===== config.mk =====
export PLATFORM = sky130hd
export DESIGN_NAME = hvt_merge
export DESIGN_NICKNAME = d
export VERILOG_FILES = /design/src/rtl/hvt_pkg.sv /design/src/rtl/hvt_merge.sv
export SDC_FILE = /design/constraint.sdc
export NUM_CORES = 1
export LEC_CHECK = 0
export BUFFER_PORTS_ARGS = -buffer_cell sky130_fd_sc_hd__buf_2
export CORE_AREA = 2 2 103 105
export CTS_CLUSTER_SIZE = 20
export DETAILED_ROUTE_END_ITERATION = 8
export DIE_AREA = 0 0 105 107
export PLACE_DENSITY = 0.88
export SLEW_MARGIN = 15
export SYNTH_ARGS = -nofsm -noshare
export SYNTH_HDL_FRONTEND = slang
export SYNTH_SLANG_ARGS = --single-unit

===== constraint.sdc =====
create_clock -name clk -period 5.52 [get_ports clk]
set_clock_uncertainty 0.1 [all_clocks]
set_input_delay 1.38 -clock clk [delete_from_list [all_inputs] [get_ports clk]]
set_output_delay 1.38 -clock clk [all_outputs]
set_load 0.05 [all_outputs]

===== src/rtl/hvt_pkg.sv =====
`default_nettype none

package hvt_pkg;

  localparam int ELEM_BITS = 32;
  localparam int FRAC_BITS = 16;
  localparam int VEC_LEN   = 4;
  localparam int MAT_SIZE  = VEC_LEN * VEC_LEN;
  localparam int IDX_BITS  = $clog2(MAT_SIZE);

  localparam int PROD_W = 2 * ELEM_BITS;
  localparam int PAIR_W = PROD_W + 1;
  localparam int SUM_W  = PROD_W + 2;
  localparam int SHR_W  = SUM_W - FRAC_BITS;

  localparam int IN_FIELDS_W  = IDX_BITS + (VEC_LEN + 1) * ELEM_BITS;
  localparam int IN_TDATA_W   = ((IN_FIELDS_W + 7) / 8) * 8;
  localparam int OUT_TDATA_W  = ((VEC_LEN * ELEM_BITS + 7) / 8) * 8;

  typedef logic signed [ELEM_BITS-1:0] elem_t;
  typedef elem_t [VEC_LEN-1:0]         vec_t;
  typedef logic signed [PROD_W-1:0]    prod_t;
  typedef logic signed [PAIR_W-1:0]    pair_t;
  typedef logic signed [SUM_W-1:0]     sum_t;

  localparam elem_t ELEM_MAX = elem_t'({1'b0, {(ELEM_BITS-1){1'b1}}});
  localparam elem_t ELEM_MIN = elem_t'({1'b1, {(ELEM_BITS-1){1'b0}}});

  typedef enum logic {
    ACT_WRITE = 1'b0,
    ACT_XFORM = 1'b1
  } action_t;

  typedef struct packed {
    logic s1;
    logic s2;
    logic s3;
  } stage_en_t;

endpackage

`default_nettype wire


===== src/rtl/hvt_merge.sv =====
`default_nettype none

module hvt_merge
  import hvt_pkg::*;
(
  input  logic                   clk,
  input  logic                   rst_n,
  input  logic                   res_valid,
  input  vec_t                   res,
  input  logic [VEC_LEN-1:0]     clip,
  input  logic                   out_tready,
  output logic                   en_out,
  output logic                   out_tvalid,
  output logic [OUT_TDATA_W-1:0] out_tdata,
  output logic                   out_tuser
);

  logic                   valid_r;
  logic                   valid_nxt;
  logic [OUT_TDATA_W-1:0] data_r;
  logic                   sat_r;

  assign en_out    = !valid_r || out_tready;
  assign valid_nxt = en_out ? res_valid : valid_r;

  always_ff @(posedge clk) begin
    if (!rst_n) begin
      valid_r <= 1'b0;
    end else begin
      valid_r <= valid_nxt;
    end
  end

  always_ff @(posedge clk) begin
    if (en_out && res_valid) begin
      data_r <= OUT_TDATA_W'(res);
      sat_r  <= |clip;
    end
  end

  assign out_tvalid = valid_r;
  assign out_tdata  = data_r;
  assign out_tuser  = sat_r;

endmodule

`default_nettype wire


==> impl_metrics.env, run 1 <==
export IMPL_r2r_slack_ps=3630
export IMPL_wire_per_inst_um=15.6
export IMPL_worstSetupPathType="input pin to output pin"
export IMPL_required_ps=4040
export IMPL_drcViolationCount=0
export IMPL_antenna_found_initial=0
export IMPL_vias=2458
export IMPL_gp_congestion=0.765
export IMPL_hold_buffers=0
export IMPL_nets=558
export IMPL_ioPinCount=267
export IMPL_cp_max_fo=3
export IMPL_clockRootBuffer="clkbuf_8"
export IMPL_powerDensity_nw_per_um2=430
export IMPL_diodes=0
export IMPL_grt_setup_unrepaired="false"
export IMPL_drv_slew=0
export IMPL_numPortBuffers=266
export IMPL_routed_wl_um=8900
export IMPL_htreeDepth=4
export IMPL_postCtsSetupRepairBufs=0
export IMPL_seq_area_frac_synth=0.992
export IMPL_netlist_area_um2=3930
export IMPL_critPathArrivalTime_ps=1850
export IMPL_whs_path_depth=2
export IMPL_finalHoldViolCount=0
export IMPL_leakage_nw=2.61
export IMPL_grt_pass1_vias=2535
export IMPL_hold_path_end="out_tvalid$_SDFFE_PN0P_"
export IMPL_clk_insertion_delay_late_ps=500
export IMPL_grt_first_pass_wirelength_um=12800
export IMPL_syn_inst=135
export IMPL_num_fill_cells=818
export IMPL_timing_rr_end="out_tdata[75]$_DFFE_PP_"
export IMPL_setup_viol=0
export IMPL_ys_warn_count=0
export IMPL_fin_crit_ps=3330
export IMPL_dpl_cell_area_um2=5440
export IMPL_cts_tree="yes"
export IMPL_track_usage=0.158
export IMPL_grt_ovfl_total=0
export IMPL_syn_avg_cell_area_um2=29.1
export IMPL_worstSetupEndpointType="output pin"
export IMPL_maxSlewHeadroom=0.561
export IMPL_final_area_um2=6030
export IMPL_core_area_um2=10100
export IMPL_reg2reg_depth=3
export IMPL_start_util=0.389
export IMPL_setup_tns_final_ps=0
export IMPL_drive_gt1_frac=0.680
export IMPL_area_growth_pct=53.7
export IMPL_hold_class="flop to flop"
export IMPL_ys_types=7
export IMPL_die_h_um=107
export IMPL_grt_start_max_net_pins=54
export IMPL_die_area_um2=11200
export IMPL_clock_sinks=130
export IMPL_period_share=0.603
export IMPL_fp_row_count=37
export IMPL_tightest_slew_ps=658
export IMPL_avgViaCountPerCell=4.30
export IMPL_cap_violations=0
export IMPL_clock_path_buffers=2
export IMPL_antenna_left=0
export IMPL_post_cts_resized=0
export IMPL_drtPass1Iterations=4
export IMPL_first_iter_violations=80
export IMPL_place_hpwl_um=6730
export IMPL_clkSlewWorstSetupHoldPaths_ps=50
export IMPL_synth_seq_cells=130
export IMPL_syn_num_nets=271
export IMPL_final_util=0.598
export IMPL_cts_buffers=17
export IMPL_status="completed"
export IMPL_r2r_start="out_tvalid$_SDFFE_PN0P_"
export IMPL_cp_start_kind="input pin"
export IMPL_timing_fmax_ghz=0.300
export IMPL_ir_worst_vdd_v=0.000226
export IMPL_die_w_um=105
export IMPL_hold_path_startpoint="out_tvalid$_SDFFE_PN0P_"
## cell usage in the layout, fill, tap and decap left out, types with 2 or more instances in the layout
cell and n:
buf_2 266, edfxtp_1 129, clkbuf_16 16, clkinv_2 4, bufinv_16 4, clkbuf_1 3, clkinv_1 2, buf_4 2
## logic make-up after synthesis
logic type | Yosys count | share of synthesized area
flip-flops | 130 | 0.992
buffers and inverters | 1 | 0.000955
AND/OR/NAND/NOR | 3 | 0.00510
AO/OA/AOI/OAI | 1 | 0.00191
## cell usage after synthesis
master / n / area share
a21boi_0: 1 / 0.0019
inv_1: 1 / 0.00096
dfxtp_1: 1 / 0.0051
or4_1: 1 / 0.0019
and2_1: 1 / 0.0016
edfxtp_1: 129 / 0.99
nand2b_1: 1 / 0.0016
## metal layers
layer / share of wire / global-route usage
met3: 0.086 / 0.0675
met5: 0 / 0
met4: 0.017 / 0.0695
met1: 0.37 / 0.172
met2: 0.52 / 0.268
## worst max-delay path, cell delays in order
cell      delay [ps]
buf_2             90
nand2b_1         160
buf_2            220
## power breakdown
group          switching, mW  leakage [nW]  internal, mW
clock network          0.373         0.287         0.727
registers             0.0139          1.25          1.16
logic                  0.252          1.07        0.0709
## worst max-delay path by stage
stage | from | to | slack [ps]
2_1_floorplan | out_tready | out_tdata[0]$_DFFE_PP_ | 40
3_3_place_gp | out_tready | en_out | 2200
3_5_place_dp | out_tready | en_out | 2190
4_1_cts | out_tready | en_out | 2190
5_1_grt | out_tready | en_out | 2140
6_report | out_tready | en_out | 2190
## cell type report
cell class                      count  area (µm²)  share of cell area
Clock inverter                     12         164              0.0272
Inverter                            1        3.75            0.000622
Multi-Input combinational cell      4        30.0             0.00498
Tap cell                          136         170              0.0282
Clock buffer                       20         425              0.0705
Sequential cell                   130        3890               0.645
Timing Repair Buffer              268        1350               0.223
## registers in the layout (all words and copies together), names as in the netlist
| name | cells |
|---|---|
| out_tdata | 128 |
| out_tuser | 1 |
| out_tvalid | 1 |
## through the flow
stage	cells	setup WS [ps]	total power, mW	hold WS, ps
after floorplan	135	40.6	1.41	1050
after global placement	539	2200	1.51	419
after detailed placement	539	2190	1.52	437
after CTS	571	2190	2.63	448
after global routing	571	2140	2.68	495
final	571	2190	2.59	449
No activity file was read; power rests on OpenSTA's default activity.
==> run 2, diff against run 1 <==
--- a/config.mk
+++ b/config.mk
@@ -5,6 +5,7 @@
 export SDC_FILE = /design/constraint.sdc
 export NUM_CORES = 1
 export LEC_CHECK = 0
+export ABC_AREA = 1
 export BUFFER_PORTS_ARGS = -buffer_cell sky130_fd_sc_hd__buf_2
 export CORE_AREA = 2 2 103 105
 export CTS_CLUSTER_SIZE = 20
==> constraint.sdc (replaced) <==
create_clock -name clk -period 3.3 [get_ports clk]
set_clock_uncertainty 0.1 [all_clocks]
set_input_delay 0.825 -clock clk [delete_from_list [all_inputs] [get_ports clk]]
set_output_delay 0.825 -clock clk [all_outputs]
set_load 0.05 [all_outputs]
==> impl_metrics.env, run 2 <==
export IMPL_status="completed"
export IMPL_tightest_slew_ps=844
export IMPL_hold_buffers=0
export IMPL_drtPass1Iterations=4
export IMPL_clock_sinks=130
export IMPL_cp_max_fo=2
export IMPL_final_common_cell="buf_2"
export IMPL_layout_common_cells="buf_2, edfxtp_1, clkbuf_16"
export IMPL_period_share=0.691
export IMPL_drcViolationCount=0
export IMPL_postCtsSetupRepairBufs=0
export IMPL_clkSlewWorstSetupHoldPaths_ps=60
export IMPL_drive_gt1_frac=0.690
export IMPL_largest_reg_flops=128
export IMPL_grt_start_max_net_pins=71
export IMPL_fp_row_count=37
export IMPL_powerDensity_nw_per_um2=728
export IMPL_required_ps=2370
export IMPL_synth_async_reset_ratio=0
export IMPL_area_growth_pct=55.1
export IMPL_cap_violations=0
export IMPL_post_synth_top_area_cell="edfxtp_1"
export IMPL_cts_buffers=17
export IMPL_place_hpwl_um=6730
export IMPL_start_util=0.390
export IMPL_ys_types=9
export IMPL_grt_ovfl_total=0
export IMPL_synth_top_area_share=0.984
export IMPL_core_area_um2=10100
export IMPL_cts_tree="yes"
export IMPL_cp_start_kind="input pin"
export IMPL_leakage_nw=2.63
export IMPL_worstSetupPathType="input pin to output pin"
export IMPL_syn_avg_cell_area_um2=28.3
export IMPL_grt_first_pass_wirelength_um=12800
export IMPL_die_w_um=105
export IMPL_synth_seq_cells=130
export IMPL_syn_inst=139
export IMPL_die_h_um=107
export IMPL_drv_slew=0
export IMPL_clockRootBuffer="clkbuf_8"
export IMPL_htreeDepth=4
export IMPL_seq_area_frac_synth=0.989
export IMPL_routed_wl_um=8840
export IMPL_clock_path_buffers=2
export IMPL_dp_cells=543
export IMPL_worstSetupEndpointType="output pin"
export IMPL_ioPinCount=267
export IMPL_final_util=0.605
export IMPL_netlist_area_um2=3940
export IMPL_synthFlopType="edfxtp_1"
export IMPL_ys_warn_count=0
export IMPL_hold_class="input pin to flop"
export IMPL_grt_pass1_vias=2475
export IMPL_syn_num_nets=275
export IMPL_critPathArrivalTime_ps=1360
export IMPL_whs_ps=393
export IMPL_synth_edf_count=129
export IMPL_wire_per_inst_um=15.3
export IMPL_nets=562
export IMPL_antenna_found_initial=2
export IMPL_track_usage=0.158
export IMPL_avgViaCountPerCell=4.19
export IMPL_setup_tns_final_ps=0
export IMPL_antenna_left=0
export IMPL_clk_insertion_delay_late_ps=500
export IMPL_gp_congestion=0.702
export IMPL_finalHoldViolCount=0
export IMPL_vias=2414
export IMPL_num_fill_cells=792
export IMPL_setup_viol=0
export IMPL_maxSlewHeadroom=0.438
export IMPL_synth_most_common_cell="edfxtp_1"
export IMPL_post_cts_resized=0
export IMPL_die_area_um2=11200
export IMPL_synth_common_cells="edfxtp_1, inv_1, nor2_1"
export IMPL_synth_area_top_cells="edfxtp_1, dfxtp_1, a21oi_2"
export IMPL_timing_fmax_ghz=0.439
export IMPL_first_iter_violations=113
export IMPL_ir_worst_vdd_v=0.000453
export IMPL_numPortBuffers=266
export IMPL_final_cells=576
export IMPL_grt_setup_unrepaired="false"
export IMPL_fin_crit_ps=2280
==> run 2: area by class of cell <==
| class | count | area, µm² | share of cell area |
|---|---|---|---|
| Timing Repair Buffer | 268 | 1350 | 0.220 |
| Clock inverter | 15 | 214 | 0.0350 |
| Antenna cell | 1 | 2.50 | 0.000410 |
| Inverter | 3 | 23.8 | 0.00389 |
| Tap cell | 136 | 170 | 0.0279 |
| Sequential cell | 130 | 3890 | 0.638 |
| Multi-Input combinational cell | 6 | 42.5 | 0.00697 |
| Clock buffer | 17 | 414 | 0.0678 |
==> run 2: through the flow <==
stage	setup slack, ps	power, mW	area, µm²
floorplan	-203	2.36	3960
global placement	983	2.53	5480
detailed placement	934	2.54	5480
CTS	1020	4.50	6100
global route	990	4.60	6100
finish	1020	4.45	6110
==> run 2: report_power, final <==
group	total, mW	internal (mW)	switching, mW
logic	0.543	0.120	0.424
registers	1.96	1.93	0.0228
clock network	1.95	1.29	0.651
total	4.45	3.35	1.10
==> run 2: worst paths after layout <==
| kind | start | to | slack [ps] | cells after the start |
|---|---|---|---|---|
| worst max-delay path | out_tready | en_out | 1020 | 4 |
| worst min-delay path | res[86] | out_tdata[86]$_DFFE_PP_ | 390 | 1 |
| worst max register to register | out_tvalid$_SDFFE_PN0P_ | out_tdata[108]$_DFFE_PP_ | 1630 | 2 |
| worst min register to register | out_tvalid$_SDFFE_PN0P_ | out_tvalid$_SDFFE_PN0P_ | 430 | 2 |
==> run 2: kinds of logic (layout without fill, tap and decap cells) <==
group,Yosys count,in the layout,synth area share
other cells,0,1,0
simple gates,4,4,0.00445
buf+inv,3,303,0.00286
compound gates,2,2,0.00350
flops,130,130,0.989
==> run 2: metal layers <==
metal | part of all wire | vias up | GRT usage
met4 | 0.012 | 2 | 0.0790
li1 | - | 1136 | -
met1 | 0.36 | 1106 | 0.167
met3 | 0.10 | 13 | 0.0772
met2 | 0.53 | 157 | 0.264
met5 | 0.0015 | - | 0
==> run 2: worst max-delay path, stage by stage <==
cell	delay (ps)
buf_2	160
inv_12	40
nand2_2	60
buf_2	260
==> run 3, diff against run 2 <==
--- a/config.mk
+++ b/config.mk
@@ -5,13 +5,12 @@
 export SDC_FILE = /design/constraint.sdc
 export NUM_CORES = 1
 export LEC_CHECK = 0
-export ABC_AREA = 1
+export ABC_AREA = 0
 export BUFFER_PORTS_ARGS = -buffer_cell sky130_fd_sc_hd__buf_2
-export CORE_AREA = 2 2 103 105
+export CORE_UTILIZATION = 37
 export CTS_CLUSTER_SIZE = 20
 export DETAILED_ROUTE_END_ITERATION = 8
-export DIE_AREA = 0 0 105 107
-export PLACE_DENSITY = 0.88
+export PLACE_DENSITY = 0.87
 export SLEW_MARGIN = 15
 export SYNTH_ARGS = -nofsm -noshare
 export SYNTH_HDL_FRONTEND = slang
==> constraint.sdc (replaced) <==
create_clock -name clk -period 1.9 [get_ports clk]
set_clock_uncertainty 0.1 [all_clocks]
set_input_delay 0.475 -clock clk [delete_from_list [all_inputs] [get_ports clk]]
set_output_delay 0.475 -clock clk [all_outputs]
set_load 0.05 [all_outputs]
==> impl_metrics.env, run 3 (synthesis gave the netlist of run 1 again) <==
export IMPL_status="completed"
export IMPL_fp_row_count=37
export IMPL_drtPass1Iterations=4
export IMPL_r2r_slack_ps=560
export IMPL_worstSetupEndpointType="output pin"
export IMPL_clock_path_buffers=2
export IMPL_place_hpwl_um=6360
export IMPL_post_cts_resized=0
export IMPL_p_comb_frac=0.126
export IMPL_fin_crit_ps=1720
export IMPL_nets=558
export IMPL_leakage_nw=2.62
export IMPL_start_util=0.380
export IMPL_cap_violations=0
export IMPL_drv_slew=0
export IMPL_core_area_um2=10300
export IMPL_hold_path_startpoint="res[75]"
export IMPL_required_ps=1320
export IMPL_largest_reg_flops=128
export IMPL_intPower_mw=5.56
export IMPL_seqPwrFrac=0.455
export IMPL_dp_cells=539
export IMPL_setup_viol=0
export IMPL_grt_ovfl_total=0
export IMPL_track_usage=0.156
export IMPL_avgViaCountPerCell=4.28
export IMPL_postCtsSetupRepairBufs=0
export IMPL_ir_worst_vdd_v=0.000540
export IMPL_clockRootBuffer="clkbuf_8"
export IMPL_drcViolationCount=0
export IMPL_grt_start_max_net_pins=66
export IMPL_cts_tree="yes"
export IMPL_die_area_um2=11000
export IMPL_ioPinCount=267
export IMPL_wire_per_inst_um=15.0
export IMPL_numPortBuffers=266
export IMPL_tightest_slew_ps=335
export IMPL_worstSetupPathType="flop to output pin"
export IMPL_die_h_um=105
export IMPL_routed_wl_um=8570
export IMPL_r2r_start="out_tvalid$_SDFFE_PN0P_"
export IMPL_critPathArrivalTime_ps=1150
export IMPL_maxSlewHeadroom=0.776
export IMPL_clk_insertion_delay_late_ps=500
export IMPL_drive_gt1_frac=0.690
export IMPL_antenna_left=0
export IMPL_p_sw_mw=1.91
export IMPL_clock_sinks=130
export IMPL_cp_max_fo=3
export IMPL_timing_fmax_ghz=0.580
export IMPL_cts_buffers=17
export IMPL_netSwitchingFraction=0.256
export IMPL_hold_buffers=0
export IMPL_final_cells=572
export IMPL_finalHoldViolCount=0
export IMPL_gp_congestion=0.731
export IMPL_final_util=0.587
export IMPL_grt_setup_unrepaired="false"
export IMPL_die_w_um=105
export IMPL_area_growth_pct=54.4
export IMPL_hold_class="input pin to flop"
export IMPL_cp_start_kind="flop"
export IMPL_first_iter_violations=76
export IMPL_htreeDepth=4
export IMPL_clkSlewWorstSetupHoldPaths_ps=60
export IMPL_grt_first_pass_wirelength_um=12300
export IMPL_final_common_cell="buf_2"
export IMPL_vias=2447
export IMPL_antenna_found_initial=2
export IMPL_layout_common_cells="buf_2, edfxtp_1, clkbuf_16"
export IMPL_cp_startpoint="out_tvalid$_SDFFE_PN0P_"
export IMPL_powerDensity_nw_per_um2=1230
export IMPL_period_share=0.908
export IMPL_grt_pass1_vias=2510
export IMPL_p_clk_frac=0.419
export IMPL_num_fill_cells=792
[run 3: cell types whose count changed in the layout (fill, tap and decap cells not counted), moves of 2 or more]
cell        previous run  this run
buf_12                 0         2
buf_4                  2         0
bufinv_16              5         3
clkinv_4               0         2
clkinvlp_4             5         2
nor2_1                 2         0
[run 3: layout make-up]
cell class	instances	area, µm²	share of cell area
diodes	1	2.50	0.000413
repair buffers	268	1370	0.226
clock buffers	18	418	0.0690
inverters	1	3.75	0.000619
multi-input cells	4	37.5	0.00619
flip-flops and latches	130	3890	0.643
clock inverters	14	163	0.0268
well taps	136	170	0.0281
[run 3: routing by layer]
metal,wire length (µm),GRT usage,vias to the layer above
met5,0,0,-
met4,165,0.0775,0
met3,788,0.0692,13
met2,4560,0.274,173
met1,3060,0.157,1133
li1,-,-,1128
[run 3: critical path, cell delays in order (launching register included)]
cell and delay, ps:
dfxtp_2 330, nand2b_4 70, buf_2 260
[run 3: metrics by stage]
stage / power, mW / area (µm²) / TNS, ps / hold slack, ps / worst slack, ps
2_1_floorplan: 4.09 / 3940 / -37240 / 474 / -289
3_5_place_dp: 4.41 / 5480 / 0 / 405 / 290
4_1_cts: 7.58 / 6060 / 0 / 9.47 / 132
5_1_grt: 7.72 / 6060 / 0 / 9.13 / 113
3_3_place_gp: 4.38 / 5480 / 0 / 388 / 324
6_report: 7.48 / 6060 / 0 / 47.8 / 175
[run 3: path summary, 6_finish.rpt]
kind | to | cells after the start
setup / recovery | en_out | 2
hold / removal | out_tdata[75]$_DFFE_PP_ | 1
setup reg to reg | out_tdata[17]$_DFFE_PP_ | 3
hold reg to reg | out_tvalid$_SDFFE_PN0P_ | 2
[run 3: power by group through the flow]
stage / Clock [mW] / Sequential, mW / Combinational [mW]
after floorplan: 0 / 4.04 / 0.0581
after global placement: 0 / 3.45 / 0.935
after detailed placement: 0 / 3.46 / 0.952
after CTS: 3.23 / 3.40 / 0.953
after global routing: 3.33 / 3.41 / 0.980
final: 3.13 / 3.40 / 0.945
